==> config.mk <==
export PLATFORM = sky130hd
export DESIGN_NAME = lrks_cmp
export DESIGN_NICKNAME = d
export VERILOG_FILES = /design/src/rtl/lrks_pkg.sv /design/src/rtl/lrks_cmp.sv
export SDC_FILE = /design/constraint.sdc
export NUM_CORES = 1
export LEC_CHECK = 0
export ABC_CLOCK_PERIOD_IN_PS = 800
export BUFFER_PORTS_ARGS = -buffer_cell sky130_fd_sc_hd__buf_4
export CORE_AREA = 2 2 112 114
export DETAILED_ROUTE_END_ITERATION = 8
export DIE_AREA = 0 0 114 116
export MAX_ROUTING_LAYER = met4
export PLACE_DENSITY = 0.5
export SYNTH_ARGS = -nofsm -noshare
export SYNTH_HDL_FRONTEND = slang
export SYNTH_SLANG_ARGS = --single-unit
==> constraint.sdc <==
create_clock -name vclk -period 0.8
set_input_delay 0.04 -clock vclk [all_inputs]
set_output_delay 0.04 -clock vclk [all_outputs]
set_load 0.02 [all_outputs]
==> src/rtl/lrks_pkg.sv <==
// lrks_pkg: shared types and constants for the recent key set.
// Used by every module under rtl/; depends on nothing.
package lrks_pkg;

   localparam int OP_W    = 2;
   localparam int KEY_W   = 64;
   localparam int ENTRY_W = 2 * KEY_W;
   localparam int OCC_W   = 7;

   localparam logic [OP_W-1:0] OP_QUERY = 2'd0;
   localparam logic [OP_W-1:0] OP_MARK  = 2'd1;
   localparam logic [OP_W-1:0] OP_CLEAR = 2'd2;

   // Result of the shared compare unit for one slot read back from the stores.
   typedef struct packed {
      logic key_eq;      // stored key equals the word's key
      logic rank_zero;   // slot is the least recent one
      logic rank_above;  // slot is more recent than the target rank
      logic slot_hit;    // slot is the one being moved to most recent
   } cmp_flags_type;

endpackage

==> src/rtl/lrks_cmp.sv <==
// lrks_cmp: shared compare unit, applied to one slot per cycle during scan and sweep.
// Depends on lrks_pkg for the key width and the flag struct.
module lrks_cmp import lrks_pkg::*; #(
   parameter int IW = 6
) (
   input  logic [ENTRY_W-1:0] slot_key,
   input  logic [KEY_W-1:0]   key_high,
   input  logic [KEY_W-1:0]   key_low,
   input  logic [IW-1:0]      slot_rank,
   input  logic [IW-1:0]      slot_idx,
   input  logic [IW-1:0]      target_rank,
   input  logic [IW-1:0]      target_slot,
   output cmp_flags_type      flags
);

   always_comb begin
      flags.key_eq     = (slot_key == {key_high, key_low});
      flags.rank_zero  = (slot_rank == '0);
      flags.rank_above = (slot_rank > target_rank);
      flags.slot_hit   = (slot_idx == target_slot);
   end

endmodule

==> metrics.log <==
[metrics] synthesized instance count: 204
[metrics] top-level I/O count: 284
[metrics] Post-Synthesis Mean Instance Area: 7.94 um2
[metrics] net count reported at finish: 780
[metrics] critical path endpoint category: primary output
[metrics] maximum fanout encountered on the critical timing path: 1
[metrics] area taken by flip-flops and latches: 0 um2
[metrics] overall power after layout: 2.29 mW
[metrics] Core Rows: 40
[metrics] status: finished, violations left
[metrics] number of distinct library cells after synthesis: 14
[metrics] Buf+Inv Stages, Crit Path: 3
[metrics] Layout fillers: 1,218
[metrics] routed length per placed instance: 13.4 um
[metrics] overall die area: 0.0132 mm2
[metrics] wire length on met1: 2540 um
[metrics] overall die height: 116 um
[metrics] static power due to leakage: 2.04 nW
[metrics] Post-Syn Area: 0.00162 mm2
[metrics] total setup violations reported at the end of the flow: 3
[metrics] Routability Congestion: 0.764
[metrics] largest stage delay on the critical path: 0.34 ns
[metrics] Final Instance Count excl. Fillers: 639
[metrics] unrepaired setup endpoints after global routing: yes
[metrics] area overhead of the layout relative to synthesis: 177%
[metrics] Final WS setup: -0.641 ns
[metrics] count of buffers inserted at the top-level ports: 284
[metrics] dpl hpwl: 7960 um
[metrics] drt total wl: 8560 um
[metrics] antenna violation net count after detailed routing: 0
[metrics] class of the most critical hold timing path: in -> out
[metrics] number of maximum-capacitance violations: 0
[metrics] required time of the worst setup path: 0.76 ns
[metrics] worst hold path endpoint: flags[2]
[metrics] maximum number of pins on one net before global-route repair: 3
[metrics] share of cells above drive strength 1: 0.701
[metrics] die boundary width: 114 um
[metrics] FF+latch count: 0
[metrics] via count of the routed design: 2,613
[metrics] placeable core area: 0.0119 mm2
[metrics] normalized max-slew margin: 0.791
[metrics] Top Metal Used: met4
[metrics] starting density of the core: 0.136
[metrics] number of detailed-routing iterations run before antenna repair: 2
[metrics] max frequency: 694 MHz
[metrics] period utilization: 1.80
[metrics] DRC violation count after routing: 0
[metrics] routed via count divided by cell count: 4.09
[metrics] CLK BUF: 0
[metrics] Antenna Diode Count: 0
[metrics] placed cells: 639
[metrics] count of warnings emitted by yosys: 0
[metrics] number of global-route vias before repair: 2,672
[metrics] post-synthesis sequential area ratio: 0
[metrics] remaining global-route overflow: 0
[metrics] Finished Core Util: 0.377
[metrics] first-pass GRT wire length: 11,900 um
[metrics] total met2 wirelength after detailed routing: 4910 um
[metrics] number of max-slew violations in the final report: 0
[metrics] peak ir drop on the vdd network: 0.217 mV
[metrics] Cell Area, Placed: 0.00412 mm2
[metrics] buffers inserted by post-CTS timing repair: 0
[metrics] global routing usage summed across all routing layers: 0.116
[metrics] critical path arrival: 1.40 ns
[metrics] hold violation total from the final report: 0
[metrics] finished layout cell area: 0.00449 mm2
[metrics] Met3 Routed Length: 942 um
[metrics] areal power density over the cells: 509 mW/mm2
[metrics] Worst-Margin Slew: 0.311 ns
[metrics] slowest library cell on the worst path: sky130_fd_sc_hd__nor4_2
[metrics] final critical delay including setup and external delays: 1.44 ns
[metrics] syn nets: 490
[metrics] critical path startpoint category: primary input
[metrics] area used by multi-input combinational logic: 0.00199 mm2
[metrics] CP Cell Sequence: buf_6 > xnor2_2 > nand4_1 > nor4_2 > buf_4 > nand4_1 > nor2_4 > buf_6
[metrics] violated checks: setup timing
[metrics] launch instance of the worst min-delay path: slot_rank[0]
[metrics] cell count of the worst hold path: 4
[metrics] Top delay family on crit path: simple AND/OR/NAND/NOR gates
[metrics] DRC violation total after the first TritonRoute iteration: 19
[metrics] cts hold-fix bufs: 0
[metrics] CP Class: in -> out
[metrics] initial antenna violation count: 0
[routing by layer]
layer / vias up / track usage
met5: - / -
li1: 1284 / -
met2: 182 / 0.247
met3: 14 / 0.0209
met1: 1133 / 0.105
met4: 0 / 0.0220
[per-stage QoR]
stage / TNS, ns / setup WS, ns / hold WS (ns)
finish: -1.03 / -0.641 / 0.432
global route: -1.22 / -0.750 / 0.446
CTS: -1.09 / -0.659 / 0.436
detailed placement: -1.27 / -0.753 / 0.437
global placement: -1.26 / -0.762 / 0.435
floorplan: -0.239 / -0.115 / 0.131
[how the worst max path moves through the flow]
stage / start / end / slack (ns) / cells past startpoint
finish: slot_key[85] / flags[3] / -0.64 / 8
detailed placement: key_high[52] / flags[3] / -0.75 / 7
floorplan: key_low[61] / flags[3] / -0.12 / 5
global route: slot_key[85] / flags[3] / -0.75 / 8
CTS: slot_key[109] / flags[3] / -0.66 / 8
global placement: key_high[0] / flags[3] / -0.76 / 7
[cell type report]
type                       instances  area share
multi-input combinational        197       0.443
inverter                           7     0.00975
timing repair buffer             288       0.506
tap                              147      0.0410
[cells in the mapped netlist]
master                      n  area share
sky130_fd_sc_hd__nand4_1   36        0.14
sky130_fd_sc_hd__nor4_1     7       0.027
sky130_fd_sc_hd__o21ai_0    1      0.0031
sky130_fd_sc_hd__nor2b_1    1      0.0039
sky130_fd_sc_hd__xnor2_1  132        0.71
sky130_fd_sc_hd__a21oi_1    3      0.0093
sky130_fd_sc_hd__or4_1      1      0.0046
sky130_fd_sc_hd__xor2_1     2       0.011
sky130_fd_sc_hd__nand2_1    1      0.0023
sky130_fd_sc_hd__nor2_1     4      0.0093
sky130_fd_sc_hd__ha_1       6       0.046
sky130_fd_sc_hd__inv_1      7       0.016
sky130_fd_sc_hd__nor4_2     1      0.0077
sky130_fd_sc_hd__nor3_1     2      0.0062
[cells in the final DEF, fill, tap and decap left out, types with 2 or more instances in the layout]
cell                        n
sky130_fd_sc_hd__buf_4    261
sky130_fd_sc_hd__xnor2_1   97
sky130_fd_sc_hd__nand4_1   36
sky130_fd_sc_hd__xnor2_2   35
sky130_fd_sc_hd__buf_6     25
sky130_fd_sc_hd__nor4_2     5
sky130_fd_sc_hd__ha_4       5
sky130_fd_sc_hd__inv_1      3
sky130_fd_sc_hd__a21oi_2    3
sky130_fd_sc_hd__nor2_1     3
sky130_fd_sc_hd__inv_4      2
sky130_fd_sc_hd__nor4_1     2
sky130_fd_sc_hd__nor3_2     2
sky130_fd_sc_hd__xor2_1     2
sky130_fd_sc_hd__buf_8      2
[logic make-up after synthesis]
kind of cell	share of synthesized area
fa+ha+maj	0.0464
buf+inv	0.0162
xor+xnor	0.725
compound gates	0.0124
simple gates	0.200
[power breakdown]
part / switching (mW) / leakage, nW / internal (mW)
Combinational: 0.716 / 2.04 / 1.57
Clock: 0 / 0 / 0
Sequential: 0 / 0 / 0
Total: 0.716 / 2.04 / 1.57
[what timing repair did]
action,CTS,global route
endpoints found under the setup margin,3,4
pin swaps,22,28
resized for setup,29,37
Power figures use the tool's default switching activity.
