## src/rtl/lrks_pkg.sv

```systemverilog
// lrks_pkg: shared types and constants for the recent key set.
// Used by every module under rtl/; depends on nothing.
package lrks_pkg;

   localparam int OP_W    = 2;
   localparam int KEY_W   = 64;
   localparam int ENTRY_W = 2 * KEY_W;
   localparam int OCC_W   = 7;

   localparam logic [OP_W-1:0] OP_QUERY = 2'd0;
   localparam logic [OP_W-1:0] OP_MARK  = 2'd1;
   localparam logic [OP_W-1:0] OP_CLEAR = 2'd2;

   // Result of the shared compare unit for one slot read back from the stores.
   typedef struct packed {
      logic key_eq;      // stored key equals the word's key
      logic rank_zero;   // slot is the least recent one
      logic rank_above;  // slot is more recent than the target rank
      logic slot_hit;    // slot is the one being moved to most recent
   } cmp_flags_type;

endpackage

```

## src/rtl/lrks_rank_mem.sv

```systemverilog
// lrks_rank_mem: recency rank of each slot, one write and one registered read port.
// Depends on lrks_pkg by import; all widths come from the parameters.
module lrks_rank_mem import lrks_pkg::*; #(
   parameter int DEPTH = 64,
   parameter int IW    = 6
) (
   input  logic          clock,
   input  logic          we,
   input  logic [IW-1:0] waddr,
   input  logic [IW-1:0] wdata,
   input  logic          re,
   input  logic [IW-1:0] raddr,
   output logic [IW-1:0] rdata
);

   logic [IW-1:0] mem [DEPTH];

   always_ff @(posedge clock) begin
      if (we) begin
         mem[waddr] <= wdata;
      end
      if (re) begin
         rdata <= mem[raddr];
      end
   end

endmodule

```

## config.mk

```make
export PLATFORM = sky130hd
export DESIGN_NAME = lrks_rank_mem
export DESIGN_NICKNAME = d
export VERILOG_FILES = /design/src/rtl/lrks_pkg.sv /design/src/rtl/lrks_rank_mem.sv
export SDC_FILE = /design/constraint.sdc
export NUM_CORES = 1
export LEC_CHECK = 0
export BUFFER_PORTS_ARGS = -buffer_cell sky130_fd_sc_hd__buf_2
export CAP_MARGIN = 30
export CELL_PAD_IN_SITES_DETAIL_PLACEMENT = 2
export CELL_PAD_IN_SITES_GLOBAL_PLACEMENT = 2
export CORE_ASPECT_RATIO = 0.8
export CORE_UTILIZATION = 50
export DETAILED_ROUTE_END_ITERATION = 7
export GPL_TIMING_DRIVEN = 0
export PLACE_DENSITY_LB_ADDON = 0.1
export SKIP_CTS_REPAIR_TIMING = 1
export SYNTH_ARGS = -nofsm -noshare
export SYNTH_HDL_FRONTEND = slang
export SYNTH_SLANG_ARGS = --single-unit
```

## constraint.sdc

```tcl
create_clock -name clock -period 2.9 [get_ports clock]
set_input_delay 0.58 -clock clock [delete_from_list [all_inputs] [get_ports clock]]
set_output_delay 0.58 -clock clock [all_outputs]
set_load 0.005 [all_outputs]
```

==> run metrics, run 1 <==
outcome=finished, final reports clean; wire length of the first global-routing pass=about 67000 um; CTS Buf Count=38; residual DRC count=0; critical path startpoint=raddr[1]; most instantiated cells after synthesis=sky130_fd_sc_hd__edfxtp_1 (390), sky130_fd_sc_hd__mux4_2 (87), sky130_fd_sc_hd__nor2_1 (67); Syn Area/Cell=21.23 um2; count of antenna-violating nets left after detailed routing=0; data required time of the worst path=around 3.2 ns; Initial Utilization=approximately half; area of combinational cells with multiple inputs=3323 um2; warnings from Yosys=0; Worst-Skew Late Latency=0.54 ns; VDD IR max=~0.00055 V; number of instances in the synthesized netlist=720; overall via count from detail_route=between 8000 and 9000; synth-to-layout area growth=12.52%; Post-synth EDFFs=approximately 400; routability cong.=0.8246; final-layout worst hold slack=0.3678 ns; non-filler cells, final=~1200; clock tree skew after final layout=around 0.015 ns; fraction of the cycle the final worst path needs=slightly below 100%; count of final max-slew check failures=0; Routed WL per cell=between 30 and 40 um; fill cell instance count of the final layout=around 2500; GR Util met1=roughly 43%; Post-Synthesis Cell Area=between 15000 and 20000 um2; post-synth net total=~740; count of endpoints failing hold in the final timing report=0; Total Wirelength=between 40000 and 50000 um; final setup violation count=0; power per unit of standard cell area=between 600 and 700 nW/um2; max cap viols=0; Final #Nets=just over 800; achievable clock frequency=357.1 MHz; fraction of synthesis flops using an asynchronous set or reset pin=0%; library cell occupying the most area in the post-synthesis netlist=sky130_fd_sc_hd__edfxtp_1; clock tree from TritonCTS=yes; static power due to leakage=approximately 5.3 nW; Clock Path Buffers=3; ANT cells=0; Root Driver=sky130_fd_sc_hd__clkbuf_16; IO Port Bufs=17; worst slew margin relative to its limit=between 30% and 40%; arrival time reported for the critical path endpoint=about 3.1 ns; total clock sinks=a little under 400; Worst setup SP type=input pin; library cells used by synthesis=36; htree depth=2; hold path startpoint=re; RSZ-0062 raised after global routing=false; placement row count=56; number of global-route vias before repair=8603; total negative slack for setup checks=0 ns; routing layer with the top usage in global route=met2; total grt overflow=0; cell area after placement=16020 um2; die extent in x=around 200 um; Initial DRC Count=852; post-layout minimum cycle time=2.800 ns; Detail Placement HPWL=between 30000 and 40000 um; #FFs+latches synth=390; critical path start-end classification=input pin to flip-flop; area fraction of the dominant cell type after synthesis=76.61%; origin of the critical flop-to-flop path=mem[43][0]$_DFFE_PP_; Die Y-Extent=approximately 160 um; cell with the most instances after synthesis=sky130_fd_sc_hd__edfxtp_1; boundary pin count=27; cell count after placement=1150; Synth Flop Type=sky130_fd_sc_hd__edfxtp_1; crit-path max FO=10; final instance area=roughly 17000 um2; endpoint class of the critical path=flip-flop; initial antenna violation count=0; CORE AREA=29710 um2; met2 GRT Util=between 50 and 60%; Storage cell area=~12000 um2; post-synthesis sequential area ratio=about three quarters; drt pass-1 iters=5; met3 Usage GRT=under 10%; clock-pin slew on the worst setup and hold paths=~0.07 ns; main area contributors after synthesis=sky130_fd_sc_hd__edfxtp_1 (77%), sky130_fd_sc_hd__mux4_2 (13%), sky130_fd_sc_hd__nor2_1 (1.6%); largest net degree at the start of global routing=54; layout cells sized above 1=between 20% and 30%; GRT Resource Usage Total=31.90%; vias per std cell=approximately 6.6; type of the most critical hold path=input pin to flip-flop; area enclosed by the die boundary=31280 um2; measured slew at the worst slew-check pin=0.9938 ns
power by group:
| part | switching [mW] | internal [mW] | total, mW |
|---|---|---|---|
| Sequential | 0.0161 | 6.25 | 6.26 |
| Combinational | 0.458 | 0.237 | 0.695 |
| Clock | 2.20 | 2.73 | 4.92 |
| Total | 2.67 | 9.21 | 11.9 |
cell families (layout without fill, tap and decap cells):
family                 count (synthesis)  count (layout)  synth area share [%]
DFF                                  390             390                 76.61
and+or+nand+nor                      120             120                 3.659
muxes                                117             117                 15.49
AOI/OAI and AO/OA                     54              54                 2.587
buffers and inverters                 39             127                 1.645
stage by stage:
step           utilization (%)  setup slack (ns)  power (mW)
3_5_place_dp             53.92           -0.3851       7.061
2_1_floorplan                -            0.6346       6.717
4_1_cts                  57.87            0.1148       11.92
3_3_place_gp             53.45           -0.4154       6.991
5_1_grt                  57.89           0.03730       12.07
6_report                 57.89           0.09987       11.88
routing by layer:
metal	share of wire (%)	wire length, um
met1	40	19390
met2	50	23720
met3	6.6	3175
met4	3.3	1599
met5	0	0
layout make-up:
type,instances,area share [%]
sequential,390,68.09
multi-input combinational,291,19.32
clock buffer,45,6.053
tap,406,2.954
buffer,39,1.462
timing repair buffer,25,1.346
clock inverter,18,0.7711
sequential cells by signal (all words and copies together), names as in the netlist:
| name | cells |
|---|---|
| mem | 384 |
| rdata | 6 |
path summary, 6_finish.rpt:
kind | end | slack [ns] | cells after the start
setup reg to reg | rdata[0]$_DFFE_PP_ | 0.74 | 5
hold / removal | rdata[3]$_DFFE_PP_ | 0.37 | 1
hold reg to reg | rdata[5]$_DFFE_PP_ | 1.13 | 4
setup / recovery | rdata[4]$_DFFE_PP_ | 0.1 | 7
worst max-delay path, stage by stage:
cell and delay (ns):
sky130_fd_sc_hd__clkbuf_1 0.39, sky130_fd_sc_hd__buf_2 0.35, sky130_fd_sc_hd__buf_2 0.48, sky130_fd_sc_hd__mux4_2 0.40, sky130_fd_sc_hd__mux2i_1 0.37, sky130_fd_sc_hd__o221ai_1 0.21
sky130_fd_sc_hd__o22a_1 0.28
cell usage in the layout (no fill, tap or decap), types with 3 or more instances in the layout:
cell / synthesis / final
sky130_fd_sc_hd__a32o_1: 3 / 3
sky130_fd_sc_hd__buf_12: 2 / 7
sky130_fd_sc_hd__buf_2: 13 / 30
sky130_fd_sc_hd__nor3_1: 5 / 5
sky130_fd_sc_hd__o22ai_1: 12 / 12
sky130_fd_sc_hd__nand2b_1: 5 / 5
sky130_fd_sc_hd__nand3_1: 11 / 11
sky130_fd_sc_hd__nand3b_1: 4 / 4
sky130_fd_sc_hd__nor2b_1: 8 / 8
sky130_fd_sc_hd__mux2i_1: 15 / 15
sky130_fd_sc_hd__clkinv_1: 0 / 8
sky130_fd_sc_hd__o21ai_1: 6 / 6
sky130_fd_sc_hd__clkbuf_1: 16 / 20
sky130_fd_sc_hd__mux4_2: 87 / 87
sky130_fd_sc_hd__a221oi_1: 3 / 3
sky130_fd_sc_hd__a211oi_1: 6 / 6
sky130_fd_sc_hd__edfxtp_1: 390 / 390
sky130_fd_sc_hd__nor2_1: 67 / 67
sky130_fd_sc_hd__buf_6: 5 / 6
sky130_fd_sc_hd__nand2_1: 8 / 8
sky130_fd_sc_hd__clkbuf_16: 0 / 41
sky130_fd_sc_hd__o221ai_1: 9 / 9
sky130_fd_sc_hd__a21oi_1: 6 / 6
sky130_fd_sc_hd__mux4_1: 6 / 6
sky130_fd_sc_hd__clkinv_2: 0 / 7
sky130_fd_sc_hd__mux2_2: 9 / 9
sky130_fd_sc_hd__o22a_1: 6 / 6
(Power assumes the default switching activity.)
==> inputs of run 2 (changes only) <==
Settings changed: ABC_AREA set to 1, ABC_CLOCK_PERIOD_IN_PS set to 2900, CORE_UTILIZATION 50 to 43.
==> run 2 against run 1 <==
Compared with the run above:
- flip-flop and latch count unchanged
- synthesized cell count increased by 91%
- first-iteration DRC count increased by 49%
- total power increased by 1.3%
- critical path type unchanged
- largest power group unchanged
==> run metrics, run 2 <==
Synth Flop Type=sky130_fd_sc_hd__edfxtp_1; type of the most critical hold path=input pin to flip-flop; setup ws final=0.2646 ns; total grt overflow=0; main area contributors after synthesis=sky130_fd_sc_hd__edfxtp_1 (73%), sky130_fd_sc_hd__nand2_1 (11%), sky130_fd_sc_hd__nand3_1 (10%); Syn Area/Cell=11.62 um2; data required time of the worst path=3.09 ns; post-layout minimum cycle time=~2.6 ns; count of cells along the worst register-to-register path=8; clock tree skew after final layout=~0.020 ns; arrival time reported for the critical path endpoint=2.82 ns; outcome=finished, final reports clean; number of global-route vias before repair=12340; fraction of synthesis flops using an asynchronous set or reset pin=0%; registers with the most flip-flops=mem (384), rdata (6); initial antenna violation count=0; cell area after placement=around 17000 um2; power per unit of standard cell area=around 670 nW/um2; Initial Utilization=about 44%; flip-flop count of the largest register, all copies and words added=384; die extent in x=around 220 um; worst slew margin relative to its limit=around 36%; number of instances in the synthesized netlist=around 1400; Routed WL per cell=about 30 um; most common library cell in the layout ignoring fill and taps=sky130_fd_sc_hd__nand2_1; synth-to-layout area growth=13.00%; warnings from Yosys=0; Net Sw Power=slightly below 3 mW; critical path startpoint=waddr[1]; IO Port Bufs=20; routability cong.=0.8875; cell count after placement=approximately 1900; library cell occupying the most area in the post-synthesis netlist=sky130_fd_sc_hd__edfxtp_1; fill cell instance count of the final layout=3533; drt pass-1 iters=5; routing layer with the top usage in global route=met2; non-filler cells, final=1960; vias per std cell=between 5 and 6; htree depth=2; ANT cells=0; max cap viols=0; count of antenna-violating nets left after detailed routing=0; #FFs+latches synth=390; Switching Fraction=24.13%; count of endpoints failing hold in the final timing report=0; final setup violation count=0; share of total power in sequential cells=between 50% and 60%; Worst setup SP type=input pin; cell with the most instances after synthesis=sky130_fd_sc_hd__nand2_1; achievable clock frequency=approximately 380 MHz; Initial DRC Count=about 1300; most instantiated cells after synthesis=sky130_fd_sc_hd__nand2_1 (486), sky130_fd_sc_hd__edfxtp_1 (390), sky130_fd_sc_hd__nand3_1 (331); Total Wirelength=58660 um; Worst-Skew Late Latency=0.55 ns; post-synth net total=approximately 1400; residual DRC count=0; register containing the most flip-flops in the final layout=mem; layout cells sized above 1=10.27%; clock tree from TritonCTS=yes; crit-path max FO=9; clock network fraction of design power=between 40% and 50%; RSZ-0062 raised after global routing=false; Post-synth EDFFs=just under 400; total clock sinks=390; CORE AREA=36230 um2; area enclosed by the die boundary=37970 um2; total power=between 10 and 15 mW; Die Y-Extent=between 150 and 200 um; critical path start-end classification=input pin to flip-flop; Detail Placement HPWL=41020 um; area fraction of the dominant cell type after synthesis=between 70% and 80%; endpoint class of the critical path=flip-flop; post-layout utilization of the core=between 40% and 50%; final instance area=18070 um2; Root Driver=sky130_fd_sc_hd__clkbuf_16; boundary pin count=27; most frequent cells in the layout=sky130_fd_sc_hd__nand2_1 (486), sky130_fd_sc_hd__edfxtp_1 (390), sky130_fd_sc_hd__nand3_1 (331), sky130_fd_sc_hd__buf_2 (66), sky130_fd_sc_hd__nor2_1 (56); GR Util met1=between 40% and 50%; internal power summed over all cells=between 9 and 10 mW; wire length of the first global-routing pass=84390 um; GRT Resource Usage Total=roughly a third; portion of total power attributed to combinational logic=~7.6%; hold path startpoint=re; library cells used by synthesis=13; static power due to leakage=6.518 nW; overall via count from detail_route=between 10000 and 15000; post-synthesis sequential area ratio=73.24%; fraction of the cycle the final worst path needs=around nine tenths; origin of the critical flop-to-flop path=mem[43][0]$_DFFE_PP_; Cells on Worst Hold Path=1; Final #Nets=approximately 1500; clock-pin slew on the worst setup and hold paths=approximately 0.06 ns; worst-case setup slack after placement=-0.3041 ns; CTS Buf Count=40; met2 GRT Util=slightly above 50%; met3 Usage GRT=5.424%; VDD IR max=between 0.0005 and 0.0006 V; largest net degree at the start of global routing=45; Clock Path Buffers=3; measured slew at the worst slew-check pin=0.9557 ns; placement row count=62; Post-Synthesis Cell Area=about 16000 um2; count of final max-slew check failures=0
run 2: changes by cell type after synthesis, moves of 9 or more:
| cell | change |
|---|---|
| sky130_fd_sc_hd__buf_1 | +9 |
| sky130_fd_sc_hd__buf_2 | +30 |
| sky130_fd_sc_hd__buf_4 | +14 |
| sky130_fd_sc_hd__inv_1 | +10 |
| sky130_fd_sc_hd__mux2_2 | -9 |
| sky130_fd_sc_hd__mux2i_1 | -15 |
| sky130_fd_sc_hd__mux4_2 | -87 |
| sky130_fd_sc_hd__nand2_1 | +478 |
| sky130_fd_sc_hd__nand3_1 | +320 |
| sky130_fd_sc_hd__nor2_1 | -11 |
| sky130_fd_sc_hd__o221ai_1 | -9 |
| sky130_fd_sc_hd__o22ai_1 | -12 |
run 2: final timing paths:
kind,to,slack [ns]
max reg2reg,rdata[0]$_DFFE_PP_,1.24
max,mem[25][5]$_DFFE_PP_,0.26
min,rdata[1]$_DFFE_PP_,0.33
min reg2reg,rdata[1]$_DFFE_PP_,1.00
run 2: final cells by class:
type	count	area [um2]	area share, %
clock buffer	52	1067	5.907
multi-input combinational	890	3829	21.19
timing repair buffer	33	265.3	1.468
sequential	390	11710	64.82
tap	480	600.6	3.324
clock inverter	19	113.9	0.6301
inverter	12	45.04	0.2493
buffer	84	436.7	2.417
run 2: power by group through the flow:
stage                     combinational [mW]  sequential, mW  clock, mW
after floorplan                        0.415            6.38          0
after global placement                 0.819            6.38          0
final                                  0.911            6.26       4.87
after CTS                              0.895            6.26       4.91
after detailed placement               0.884            6.38          0
after global routing                   0.958            6.26       5.10
run 2: routing by layer:
| metal | wire [um] | vias to the layer above | part of all wire (%) |
|---|---|---|---|
| li1 | - | 4995 | - |
| met1 | 25340 | 6081 | 43 |
| met2 | 27260 | 447 | 46 |
| met3 | 4577 | 98 | 7.8 |
| met4 | 1484 | 0 | 2.5 |
| met5 | 0 | - | 0 |
run 2: metrics by stage:
stage,setup TNS (ns),hold WS [ns]
after detailed placement,-16.40,0.8858
after global placement,-2.682,0.8778
after CTS,0,0.3128
after global routing,0,0.3385
after floorplan,0,0.6789
final,0,0.3289
run 2: cells by family (layout without fill, tap and decap cells):
group                  Yosys count  count (layout)  synth area share [%]
and+or+nand+nor                890             890                 23.75
buffers and inverters           96             200                 3.013
DFF                            390             390                 73.24
run 2: critical path, cell delays in order:
cell and delay, ns:
sky130_fd_sc_hd__clkbuf_1 0.22, sky130_fd_sc_hd__inv_1 0.32, sky130_fd_sc_hd__nand4_1 0.74, sky130_fd_sc_hd__nor2_1 0.95
